**src/sv/lhq_pkg.sv**
```systemverilog
// Shared types, constants and helper functions for the log2 histogram quantile block.
// No dependencies.
package lhq_pkg;

    localparam int DEF_NUM_BUCKETS     = 64;
    localparam int DEF_COUNT_WIDTH     = 32;
    localparam int DEF_QUANT_FRAC_BITS = 20;

    localparam int SAMPLE_WIDTH = 64;
    localparam int MID_WIDTH    = 64;
    localparam int IDX_WIDTH    = 6;
    localparam int TOTAL_WIDTH  = 32;

    localparam logic [1:0] OP_ADD   = 2'd0;
    localparam logic [1:0] OP_QUERY = 2'd1;
    localparam logic [1:0] OP_CLEAR = 2'd2;

    localparam logic [MID_WIDTH-1:0] MID_NOT_FOUND = {1'b1, {(MID_WIDTH-1){1'b0}}};

    typedef struct packed {
        logic valid;
        logic found;
    } t_walk_ctl;

    // bucket 0 -> 1, bucket i -> 3 * 2^(i-1)
    function automatic logic [MID_WIDTH-1:0] bucket_midpoint(input logic [IDX_WIDTH-1:0] idx);
        logic [MID_WIDTH-1:0] mid;
        if (idx == '0) begin
            mid = MID_WIDTH'(1);
        end else begin
            mid = MID_WIDTH'(3) << (idx - IDX_WIDTH'(1));
        end
        return mid;
    endfunction

endpackage

```
**src/sv/lhq_cell.sv**
```systemverilog
// One histogram bucket: saturating counter plus one stage of the cumulative-sum walk.
// Depends on lhq_pkg.
module lhq_cell #(
    parameter int CW  = lhq_pkg::DEF_COUNT_WIDTH,
    parameter int BW  = 6,
    parameter int IDX = 0
) (
    input  logic                 i_clk,
    input  logic                 i_rst_n,
    input  logic                 i_add,
    input  logic [BW-1:0]        i_add_idx,
    input  logic                 i_clear,
    input  logic [CW-1:0]        i_target,
    input  lhq_pkg::t_walk_ctl   i_ctl,
    input  logic [CW+BW-1:0]     i_cum,
    input  logic [BW-1:0]        i_idx,
    output lhq_pkg::t_walk_ctl   o_ctl,
    output logic [CW+BW-1:0]     o_cum,
    output logic [BW-1:0]        o_idx
);

    localparam logic [BW-1:0] MY_IDX = BW'(IDX);

    logic [CW-1:0]       r_count, n_count;
    lhq_pkg::t_walk_ctl  r_ctl, n_ctl;
    logic [CW+BW-1:0]    r_cum, n_cum;
    logic [BW-1:0]       r_idx, n_idx;
    logic                reached;

    always_comb begin
        n_count = r_count;
        if (i_clear) begin
            n_count = '0;
        end else if (i_add && (i_add_idx == MY_IDX) && (r_count != '1)) begin
            n_count = r_count + CW'(1);
        end
    end

    always_comb begin
        n_cum   = i_cum + (CW+BW)'(r_count);
        reached = (n_cum >= (CW+BW)'(i_target));
        n_ctl   = i_ctl;
        n_idx   = i_idx;
        if (i_ctl.valid && !i_ctl.found && reached) begin
            n_ctl.found = 1'b1;
            n_idx       = MY_IDX;
        end
    end

    always_ff @(posedge i_clk) begin
        if (!i_rst_n) begin
            r_count <= '0;
            r_ctl   <= '0;
        end else begin
            r_count <= n_count;
            r_ctl   <= n_ctl;
        end
    end

    always_ff @(posedge i_clk) begin
        r_cum <= n_cum;
        r_idx <= n_idx;
    end

    assign o_ctl = r_ctl;
    assign o_cum = r_cum;
    assign o_idx = r_idx;

endmodule

```
**config.mk**
```make
export PLATFORM = sky130hd
export DESIGN_NAME = lhq_cell
export DESIGN_NICKNAME = d
export VERILOG_FILES = /design/src/sv/lhq_pkg.sv /design/src/sv/lhq_cell.sv
export SDC_FILE = /design/constraint.sdc
export NUM_CORES = 1
export LEC_CHECK = 0
export BUFFER_PORTS_ARGS = -buffer_cell sky130_fd_sc_hd__buf_2
export CAP_MARGIN = 20
export CORE_MARGIN = 2
export CORE_UTILIZATION = 54
export DETAILED_ROUTE_END_ITERATION = 10
export GPL_ROUTABILITY_DRIVEN = 0
export PLACE_DENSITY = 0.91
export SYNTH_ARGS = -nofsm -noshare
export SYNTH_HDL_FRONTEND = slang
export SYNTH_SLANG_ARGS = --single-unit
```
**constraint.sdc**
```tcl
create_clock -name i_clk -period 4.27 [get_ports i_clk]
set_input_delay 0.2135 -clock i_clk [delete_from_list [all_inputs] [get_ports i_clk]]
set_output_delay 0.2135 -clock i_clk [all_outputs]
set_load 0.005 [all_outputs]
```
Word level (Yosys, flattened, before mapping)
Index checks and enable logic that the tools add are counted.
Operators by class
  reductions and logical operators: 7
  bitwise operators: 1
  magnitude comparators: 1
  add/subtract/negate cells: 2
  muxes and demuxes: 1
  equal/unequal tests: 1
Operators by type and width (count)
  $add 38x32->38: 1
  $ge 38x32->1: 1
  $add 32x1->32 const B: 1
  $ne 32x32->1 const B: 1
  $logic_not 6->1: 1
  $logic_and 1x1->1: 4
  $reduce_or 2->1: 1
  $logic_not 1->1: 1
  $mux 1: 1
  $not 1->1: 1
Word-level totals
  bits of input ports: 88
  register bits after elaboration: 78
  logic and storage cells: 18

Logic depth before layout (Yosys ltp)
Gate-level depths: netlist of run 1.
  depth after elaboration: 4
  mapped depth: 22

Worst setup path after synthesis of run 1
Ideal clock, no wire load.
  kind: reg2reg
  from: register r_count[0]
  to: register r_idx[0] (netlist: o_idx[0])
  clock period less this slack: 3943 ps
  data required time: 4155 ps
  library setup time: 115 ps
  arrival time: 3828 ps
  setup slack: 327 ps
  stages on the path, launching flop included: 23
  buffers on the path: 0
  cells stage by stage: dfxtp_1 > ha_1 > inv_1 > fa_1 > nand2b_1 > a21oi_1 > nor2b_1 > o21ai_0 > a21o_1 > a21oi_1 > o211ai_1 > a21oi_1 > xnor2_1 > ha_1 > nand4_1 > nor4_1 > a21oi_1 > o211ai_1 > a31oi_1 > o31ai_1 > a22o_1 > o41ai_4 > and2_1
On the way
  longest elaborated chain between the ends: 3
RTL lines
  start: declaration: line lhq_cell.sv:24  | logic [CW-1:0] r_count, n_count;
  start signal: assignment: line lhq_cell.sv:55  | r_count <= n_count;
  $add 38x32->38: line lhq_cell.sv:40  | n_cum = i_cum + (CW+BW)'(r_count);
  net n_cum[18]: line lhq_cell.sv:26  | logic [CW+BW-1:0] r_cum, n_cum;
  $ge 38x32->1: line lhq_cell.sv:41  | reached = (n_cum >= (CW+BW)'(i_target));
  $logic_and 1x1->1: line lhq_cell.sv:44  | if (i_ctl.valid && !i_ctl.found && reached) begin
  end signal: assignment: line lhq_cell.sv:62  | r_idx <= n_idx;
  end: declaration: line lhq_cell.sv:27  | logic [BW-1:0] r_idx, n_idx;
The timed path passes the listed nets, and every way through them passes these cells.
A chain may end at the register's enable or synchronous reset.

Final worst setup path of run 1
  from: register r_count[21]
  to: register r_idx[3] (netlist: o_idx[3])
The elaborated chain is that of the path after synthesis.

==> flow_summary_export.csv, run 1 <==
group,metric,value,unit
clock_network,clk_pin_slew,0.08,ns
setup_path,crit_chain,"ha_1 > nand4_1 > nor2b_1 > and3_1 > a41o_1 > nor2_2 > nor2_1 > nor2_1 > xnor2_1 > ha_1 > a21o_1 > a21o_1 > a21oi_1 > o21ai_0 > nor3_1 > o31ai_2 > a22o_1 > o41ai_4 > and2_1",
logic_synthesis,netlist_area,5170,um^2
clock_network,cts_buffer_depth,2,
detailed_routing,drtAntennaViolNets,0,
clock_network,cts.sink_count,78,
grt,grt_pass1_wl,21000,um
power_and_ir_drop,vdd_ir_drop_max,0.000155,V
grt,grt_usage,0.254,
logic_synthesis,synth_cells,605,
die,fp.coreArea,9280,um^2
logic_synthesis,synth_mux_area_frac,0.00194,
logic_synthesis,synth_seq_cells,78,
detailed_routing,dr_wl_met2,7060,um
die,die_h,102,um
setup_path,cpPeakStageDelay,0.48,ns
logic_synthesis,ys_seq_area_frac,0.302,
sta,tightestPinTransition,0.588,ns
detailed_routing,met3_length,1110,um
run_status,outcome,"complete, no violations",
sta,hold_viol,0,
power_and_ir_drop,power.density,252,nW/um^2
sta,clock_skew,0.0104,ns
sta,finalSetupViolCount,0,
logic_synthesis,yosys_warnings,0,
die,start_util,0.557,
clock_network,insertion_delay,0.37,ns
setup_path,cp_data_arrival_time,4.49,ns
die,std_cell_rows,35,
power_and_ir_drop,leakagePower,0.00298,uW
grt,grt_remaining_overflow,0,
grt,antenna_found_initial,0,
detailed_routing,drt_wl_total,14300,um
setup_path,critical-path-top-delay-family,"compound AO/OA/AOI/OAI gates",
logic_synthesis,synth_compound_area_frac,0.186,
run,max_cap_viol_count,0,
placed_design,placed_area,5960,um^2
detailed_routing,drt_iter0_markers,350,
sta,rsz0062_at_grt,"true",
placed_design,hpwl,10300,um
logic_synthesis,syn_avg_cell_area,8.54,um^2
logic_synthesis,yosys.area_share.simple,0.195,
final_layout,layout-drive-gt1-share,0.297,
logic_synthesis,synth-xor-area-share,0.105,
clock_network,cts-htree-levels,3,
detailed_routing,drc_errors,0,
sta,finalCritPeriodShare,0.977,
setup_path,end_kind,"flop",
detailed_routing,m1WireLength,5400,um
sta,fin_crit,4.17,ns
die,die_w,102,um
sta,fmax,240,MHz
logic_synthesis,syn-num-nets,759,
sta,drv_slew,0,
die,io_pins,134,
clock_network,root_buffer,"clkbuf_8",
detailed_routing,top_layer,"met4",
logic_synthesis,synth_top_family_by_area,"simple AND/OR/NAND/NOR gates",
grt,grt_max_degree,33,
logic_synthesis,synthFlopType,"dfxtp_1",
logic_synthesis,synthAdderAreaFrac,0.161,
detailed_routing,first_pass_iters,5,
setup_path,crit_buf_inv,0,
setup_path,start_kind,"flop",
logic_synthesis,synth_edf_count,0,
final_layout,area_growth_syn_to_layout,24.5,%
clock_network,cts_tree,"done",
detailed_routing,wire_per_inst,16.1,um
final_layout,nets,908,
sta,relSlewSlack,0.604,
setup_path,path_class,"reg2reg",
logic_synthesis,async_flop_share,0,
clock_network,numCtsBuffers,9,
power_and_ir_drop,fin_total_pwr,1620,uW
hold_path,hold_class,"in2reg",
logic_synthesis,yosysUniqueCellTypes,65,
die,dieArea,10400,um^2
final_layout,fin_util,0.693,
detailed_routing,vias,5195,
setup_path,required,4.58,ns
setup_path,crit_path_top_delay_cell,"ha_1",
placed_design,numPortBuffers,133,
final_layout,final_cell_area,6430,um^2
setup_path,crit_path_max_fanout,7,
detailed_routing,viasPerCell,5.85,
grt,grt_pass1_vias,4761,
-- logic make-up after synthesis --
family / count (synthesis)
AOI/OAI and AO/OA: 145
DFF: 78
muxes: 1
xor gates and xnor gates: 61
buffers and inverters: 56
and+or+nand+nor: 198
adders and majority gates: 66
-- state kept, by name, summed over array words and instances, names as in the netlist --
register	count
o_ctl	2
o_cum	38
o_idx	6
r_count	32
-- stage by stage --
step	setup TNS, ns	std cells	worst slack (ns)	hold slack [ns]
3_5_place_dp	-0.892	862	-0.146	0.425
5_1_grt	-0.690	887	-0.126	0.0546
3_3_place_gp	0	862	0.0703	0.415
4_1_cts	0	877	0.0504	0.0489
6_report	0	888	0.0962	0.0534
2_1_floorplan	0	605	0.327	0.310
-- per-layer routing --
metal  vias up  track usage
met3        82       0.0349
met2       291        0.456
met5         -            0
li1       2443            -
met1      2379        0.285
met4         0        0.152
-- worst register-to-register path, cell delays in order, from the launching register on --
cell     delay (ns)
dfxtp_1        0.36
ha_1           0.48
nand4_1        0.24
nor2b_1        0.21
and3_1         0.17
a41o_1         0.17
nor2_2         0.06
nor2_1         0.11
nor2_1         0.08
xnor2_1        0.28
ha_1           0.30
a21o_1         0.18
a21o_1         0.17
a21oi_1        0.12
o21ai_0        0.09
nor3_1         0.17
o31ai_2        0.10
a22o_1         0.24
o41ai_4        0.39
and2_1         0.18
-- Yosys cell counts, types with 4 or more instances --
cell / count / area, um^2
a21o_1: 9 / 67.6
a21oi_1: 54 / 270
a31oi_1: 4 / 25.0
and2_1: 11 / 68.8
and3_1: 9 / 56.3
buf_2: 4 / 20.0
buf_6: 5 / 56.3
dfxtp_1: 78 / 1560
ha_1: 65 / 813
inv_1: 44 / 165
nand2_1: 47 / 176
nand2b_1: 8 / 50.1
nand3_1: 15 / 75.1
nand4_1: 19 / 119
nor2_1: 50 / 188
nor2b_1: 7 / 43.8
nor3_1: 11 / 55.1
o211ai_1: 5 / 37.5
o21a_1: 6 / 45.0
o21ai_0: 30 / 150
or3_1: 5 / 31.3
xnor2_1: 32 / 280
xor2_1: 28 / 245
-- cell usage in the layout (no fill, tap or decap), types with 6 or more instances in the layout --
| cell | instances |
|---|---|
| nand2_1 | 47 |
| o21ai_0 | 24 |
| dfxtp_1 | 72 |
| inv_1 | 43 |
| dfxtp_2 | 6 |
| nor2_1 | 48 |
| clkbuf_8 | 9 |
| ha_1 | 55 |
| buf_4 | 16 |
| and2_1 | 11 |
| a21oi_2 | 9 |
| xnor2_1 | 32 |
| nor2b_1 | 6 |
| nand3_1 | 15 |
| a21oi_1 | 47 |
| ha_2 | 6 |
| buf_2 | 133 |
| o21a_1 | 6 |
| xor2_1 | 28 |
| nand2b_1 | 7 |
| nand4_1 | 19 |
| and3_1 | 9 |
| nor3_1 | 11 |
| a21o_1 | 9 |
-- cell type report --
cell class                 count  area, um^2
clock inverter                 6        87.6
sequential                    78        1570
fill                         684        2850
tap                          129         161
clock buffer                   9         124
antenna                        1        2.50
multi-input combinational    471        3520
timing repair buffer         150         801
inverter                      44         165
-- where the power goes --
part / total (uW) / leakage (uW) / internal [uW] / switching, uW
Sequential: 756 / 0.000649 / 751 / 5.19
Clock: 615 / 0.000109 / 326 / 289
Combinational: 250 / 0.00223 / 114 / 135
-- path summary, 6_finish.rpt --
kind / start / endpoint / slack, ns / cells past startpoint
max: r_count[21] / o_idx[3] / 0.1 / 19
min: i_idx[3] / o_idx[3] / 0.05 / 2
max reg2reg: r_count[21] / o_idx[3] / 0.1 / 19
min reg2reg: r_count[0] / o_cum[0] / 0.52 / 1
-- what timing repair did --
action | CTS | global route
pin swaps | 1 | 28
buffers inserted | 0 | 9
setup endpoints to repair | 7 | 7
gates resized for setup | 6 | 42
hold buffers | 0 | 0
(Power assumes the default switching activity.)
==> run 2: changes to the inputs <==
CORE_MARGIN = 10   (was 2)
CORE_UTILIZATION = 58   (was 54)
PLACE_DENSITY = 0.95   (was 0.91)
clock period = 5.2 ns   (was 4.27 ns; I/O delays follow)
==> run 2 against run 1 <==
Hold slack improved by 0.047 ns. Worst setup slack improved by 0.26 ns. Flip-flop and latch count did not move. Core utilization rose by 1.3 points. Sequential share of layout area rose by 1.1 points. Critical endpoint is now o_idx[5].
==> flow_summary_export.csv, run 2 (synthesis gave the netlist of run 1 again) <==
group,metric,value,unit
clock_network,numCtsBuffers,9,
detailed_routing,drc_errors,0,
detailed_routing,wire_per_inst,17.8,um
final_layout,num-fill-cells,634,
grt,grt_pass1_wl,23900,um
setup_path,path_class,"reg2reg",
clock_network,cts-htree-levels,3,
placed_design,numPortBuffers,133,
placed_design,hpwl,11600,um
grt,grt_max_degree,33,
power_and_ir_drop,fin_total_pwr,1360,uW
clock_network,postCtsSetupRepairBufs,0,
sta,rsz0062_at_grt,"false",
power_and_ir_drop,vdd_ir_drop_max,0.000122,V
run,max_cap_viol_count,0,
setup_path,required,5.45,ns
detailed_routing,drtAntennaViolNets,0,
sta,drv_slew,0,
sta,fin_hold_ws,0.101,ns
final_layout,area_growth_syn_to_layout,18.6,%
sta,clock_skew,0.0164,ns
sta,relSlewSlack,0.641,
setup_path,crit_chain,"ha_1 > inv_1 > fa_1 > nand2b_1 > a21oi_1 > nor2b_1 > o21ai_0 > a21o_1 > a21oi_1 > o211ai_1 > a21oi_1 > xnor2_1 > ha_1 > nand4_1 > nor4_1 > a21oi_1 > o211ai_1 > a31oi_1 > o31ai_1 > a22o_1 > o41ai_4 > and2_1",
detailed_routing,viasPerCell,6.08,
run_status,outcome,"complete, no violations",
clock_network,cts_buffer_depth,2,
sta,fin_crit,4.85,ns
setup_path,crit_buf_inv,1,
final_layout,layout_commonest_cell,"buf_2",
setup_path,crit_path_max_fanout,6,
final_layout,multi_input_area,3350,um^2
clock_network,post_cts_resized,0,
clock_network,cts.sink_count,78,
final_layout,largest_reg_flops,38,
clock_network,clk_pin_slew,0.08,ns
final_layout,layout-drive-gt1-share,0.233,
sta,fmax,206,MHz
sta,finalCritPeriodShare,0.932,
grt,grt_usage,0.218,
final_layout,nets,892,
setup_path,start_kind,"flop",
sta,tightestPinTransition,0.532,ns
setup_path,cp_data_arrival_time,5.10,ns
setup_path,critical-path-top-delay-family,"compound AO/OA/AOI/OAI gates",
detailed_routing,drt_iter0_markers,511,
die,die_w,114,um
clock_network,root_buffer,"clkbuf_8",
power_and_ir_drop,leakagePower,0.00290,uW
clock_network,cts_tree,"done",
clock_network,hold_buffers,0,
grt,antenna_found_initial,0,
sta,hold_viol,0,
detailed_routing,drt_wl_total,15200,um
final_layout,fin_util,0.706,
die,dieArea,13100,um^2
setup_path,end_kind,"flop",
sta,timing.setup.tns,0,ns
setup_path,crit_path_top_delay_cell,"dfxtp_1",
final_layout,seq_area,1560,um^2
final_layout,diodes,0,
die,start_util,0.596,
die,die_h,114,um
grt,grt_pass1_vias,5186,
hold_path,hold_class,"in2reg",
die,io_pins,134,
setup_path,cp_common_cell,"a21oi_1",
die,std_cell_rows,34,
die,fp.coreArea,8680,um^2
sta,finalSetupViolCount,0,
final_layout,mostFrequentLayoutCells,"buf_2 (133), dfxtp_1 (78), ha_1 (65)",
detailed_routing,vias,5173,
clock_network,insertion_delay,0.36,ns
grt,grt_remaining_overflow,0,
detailed_routing,first_pass_iters,8,
setup_path,cpPeakStageDelay,0.40,ns
power_and_ir_drop,power.density,222,nW/um^2
-- run 2: changes by cell type in the layout (fill, tap and decap cells not counted), sizes merged --
| cell | previous run | this run |
|---|---|---|
| clkbuf | 9 | 11 |
| clkinvlp | 0 | 1 |
| clkinv | 4 | 2 |
| diode | 1 | 0 |
| buf | 150 | 134 |
-- run 2: final timing paths --
path	startpoint	endpoint	slack, ns	cells past startpoint
worst max-delay path	r_count[0]	o_idx[5]	0.35	22
worst min-delay path	i_idx[2]	o_idx[2]	0.10	2
worst max register to register	r_count[0]	o_idx[5]	0.35	22
worst min register to register	r_count[1]	r_count[1]	0.54	2
-- run 2: through the flow --
step / setup WS (ns) / instance area (um^2) / cells
2_1_floorplan: 1.26 / 5170 / 605
3_3_place_gp: 0.833 / 5880 / 834
3_5_place_dp: 0.551 / 5880 / 834
4_1_cts: 0.483 / 6110 / 850
5_1_grt: 0.00321 / 6130 / 851
6_report: 0.355 / 6130 / 851
-- run 2: worst register-to-register path: stages (launching register included) --
cell and delay (ns):
dfxtp_1 0.40, ha_1 0.23, inv_1 0.07, fa_1 0.39, nand2b_1 0.19, a21oi_1 0.24, nor2b_1 0.12, o21ai_0 0.28
a21o_1 0.17, a21oi_1 0.12, o211ai_1 0.23, a21oi_1 0.12, xnor2_1 0.16, ha_1 0.30, nand4_1 0.12, nor4_1 0.37
a21oi_1 0.13, o211ai_1 0.11, a31oi_1 0.10, o31ai_1 0.31, a22o_1 0.29, o41ai_4 0.11, and2_1 0.18
-- run 2: area by class of cell --
| class | count | share of cell area |
|---|---|---|
| Sequential cell | 78 | 0.255 |
| Inverter | 44 | 0.0269 |
| Tap cell | 108 | 0.0220 |
| Timing Repair Buffer | 134 | 0.111 |
| Multi-Input combinational cell | 471 | 0.547 |
| Clock inverter | 5 | 0.0133 |
| Clock buffer | 11 | 0.0247 |
-- run 2: metal layers --
| layer | share of wire | wire length (um) | global-route usage | vias up |
|---|---|---|---|---|
| met5 | 0 | 0 | 0 | - |
| met1 | 0.36 | 5490 | 0.232 | 2354 |
| met4 | 0.038 | 584 | 0.116 | 0 |
| met2 | 0.51 | 7720 | 0.392 | 342 |
| met3 | 0.091 | 1390 | 0.0477 | 74 |
| li1 | - | - | - | 2403 |
-- run 2: report_power, final --
group | internal, uW | switching [uW] | leakage [uW]
combinational | 90.6 | 109 | 0.00214
clock | 297 | 243 | 0.000116
sequential | 617 | 4.30 | 0.000645
==> run 3: changes to the inputs <==
CORE_UTILIZATION = 60   (was 58)
CTS_BUF_LIST = sky130_fd_sc_hd__clkbuf_8   (was default)
==> run 3 against run 2 <==
Hold slack lost 0.0043 ns. Sequential power about the same. Critical path depth unchanged. Clock-buffer cell count is 1 lower. Flip-flop and latch count did not move. Fmax up 1.7%. Combinational power about the same. Non-clock buffer count stayed put.
==> flow_summary_export.csv, run 3 (synthesis gave the netlist of run 1 again) <==
group,metric,value,unit
power_and_ir_drop,pwr-share-seq,0.479,
sta,rsz0062_at_grt,"false",
sta,fmax,210,MHz
detailed_routing,wire_per_inst,17.4,um
die,die_w,113,um
final_layout,mostFrequentLayoutCells,"buf_2 (133), dfxtp_1 (78), ha_1 (65)",
clock_network,cts_tree,"done",
die,io_pins,134,
power_and_ir_drop,swShare,0.273,
detailed_routing,vias,5089,
final_layout,layout_commonest_cell,"buf_2",
final_layout,nets,892,
run,max_cap_viol_count,0,
power_and_ir_drop,power_switching,354,uW
sta,finalCritPeriodShare,0.916,
sta,finalSetupViolCount,0,
detailed_routing,drtAntennaViolNets,0,
final_layout,layout-drive-gt1-share,0.231,
sta,tightestPinTransition,0.546,ns
setup_path,required,5.45,ns
setup_path,cp_data_arrival_time,5.02,ns
final_layout,multi_input_area,3350,um^2
clock_network,root_buffer,"clkbuf_8",
power_and_ir_drop,p_int,942,uW
final_layout,fin_util,0.736,
final_layout,area_growth_syn_to_layout,18.1,%
sta,clock_skew,0.0129,ns
setup_path,start_kind,"flop",
grt,grt_pass1_vias,5156,
detailed_routing,drc_errors,0,
power_and_ir_drop,power.density,212,nW/um^2
final_layout,num-fill-cells,561,
final_layout,largest_reg_flops,38,
placed_design,hpwl,11500,um
clock_network,clk_pin_slew,0.08,ns
power_and_ir_drop,leakagePower,0.00290,uW
sta,fin_crit,4.76,ns
grt,grt_usage,0.212,
power_and_ir_drop,clockPowerShare,0.367,
clock_network,hold_buffers,0,
sta,relSlewSlack,0.632,
power_and_ir_drop,power_frac_comb,0.154,
hold_path,hold_class,"in2reg",
die,fp.coreArea,8300,um^2
final_layout,seq_area,1560,um^2
detailed_routing,drt_iter0_markers,322,
clock_network,post_cts_resized,0,
die,std_cell_rows,33,
die,die_h,113,um
grt,grt_remaining_overflow,0,
die,start_util,0.623,
clock_network,cts_buffer_depth,2,
grt,grt_max_degree,33,
sta,fin_hold_ws,0.0964,ns
clock_network,insertion_delay,0.36,ns
sta,timing.setup.tns,0,ns
final_layout,diodes,0,
clock_network,cts.sink_count,78,
die,dieArea,12700,um^2
detailed_routing,viasPerCell,6.00,
clock_network,cts-htree-levels,3,
detailed_routing,drt_wl_total,14800,um
grt,grt_pass1_wl,23000,um
setup_path,end_kind,"flop",
power_and_ir_drop,vdd_ir_drop_max,0.000146,V
setup_path,crit_path_max_fanout,6,
sta,drv_slew,0,
clock_network,numCtsBuffers,9,
setup_path,path_class,"reg2reg",
clock_network,postCtsSetupRepairBufs,0,
run_status,outcome,"complete, no violations",
grt,antenna_found_initial,0,
detailed_routing,first_pass_iters,8,
placed_design,numPortBuffers,133,
sta,hold_viol,0,
==> run 3: changes by cell type in the layout (fill, tap and decap cells not counted), sizes merged <==
cell      previous run  this run
clkinv               2         3
clkbuf              11        10
bufinv               2         1
clkinvlp             1         0
inv                 44        46
==> run 3: worst paths after layout <==
kind / slack [ns] / end / start / cells after the start
max: 0.44 / o_idx[5] / r_count[0] / 22
min: 0.1 / o_idx[3] / i_idx[3] / 2
max reg2reg: 0.44 / o_idx[5] / r_count[0] / 22
min reg2reg: 0.55 / r_count[26] / r_count[26] / 2
==> run 3: worst max-delay path, cell delays in order (launching register included) <==
cell	delay, ns
dfxtp_1	0.41
ha_1	0.23
inv_1	0.07
fa_1	0.40
nand2b_1	0.18
a21oi_1	0.22
nor2b_1	0.10
o21ai_0	0.30
a21o_1	0.18
a21oi_1	0.10
o211ai_1	0.22
a21oi_1	0.12
xnor2_1	0.16
ha_1	0.29
nand4_1	0.11
nor4_1	0.36
a21oi_1	0.12
o211ai_1	0.10
a31oi_1	0.09
o31ai_1	0.26
a22o_1	0.32
o41ai_4	0.12
and2_1	0.19
==> run 3: layer usage <==
metal  share of wire  track usage  vias up
li1                -            -     2407
met1            0.37        0.224     2335
met2            0.50        0.373      278
met3           0.086       0.0507       69
met4           0.043        0.129        0
met5               0            0        -
==> run 3: per-stage QoR <==
step,cells,instance area [um^2],total power (uW),setup slack [ns]
2_1_floorplan,605,5170,745,1.26
3_3_place_gp,831,5880,815,0.826
3_5_place_dp,831,5880,828,0.626
4_1_cts,847,6080,1290,0.576
5_1_grt,848,6100,1340,0.0976
6_report,848,6100,1300,0.436
==> run 3: layout make-up <==
class,instances,share of cell area
Multi-Input combinational cell,471,0.549
Inverter,44,0.0271
Timing Repair Buffer,134,0.114
Sequential cell,78,0.256
Clock buffer,10,0.0225
Clock inverter,6,0.0100
Tap cell,105,0.0215
==> run 3: power groups by stage <==
stage	clock network [uW]	logic [uW]	registers, uW
2_1_floorplan	0	106	639
6_report	476	200	621
3_3_place_gp	0	181	634
5_1_grt	497	221	623
3_5_place_dp	0	193	635
4_1_cts	473	194	621
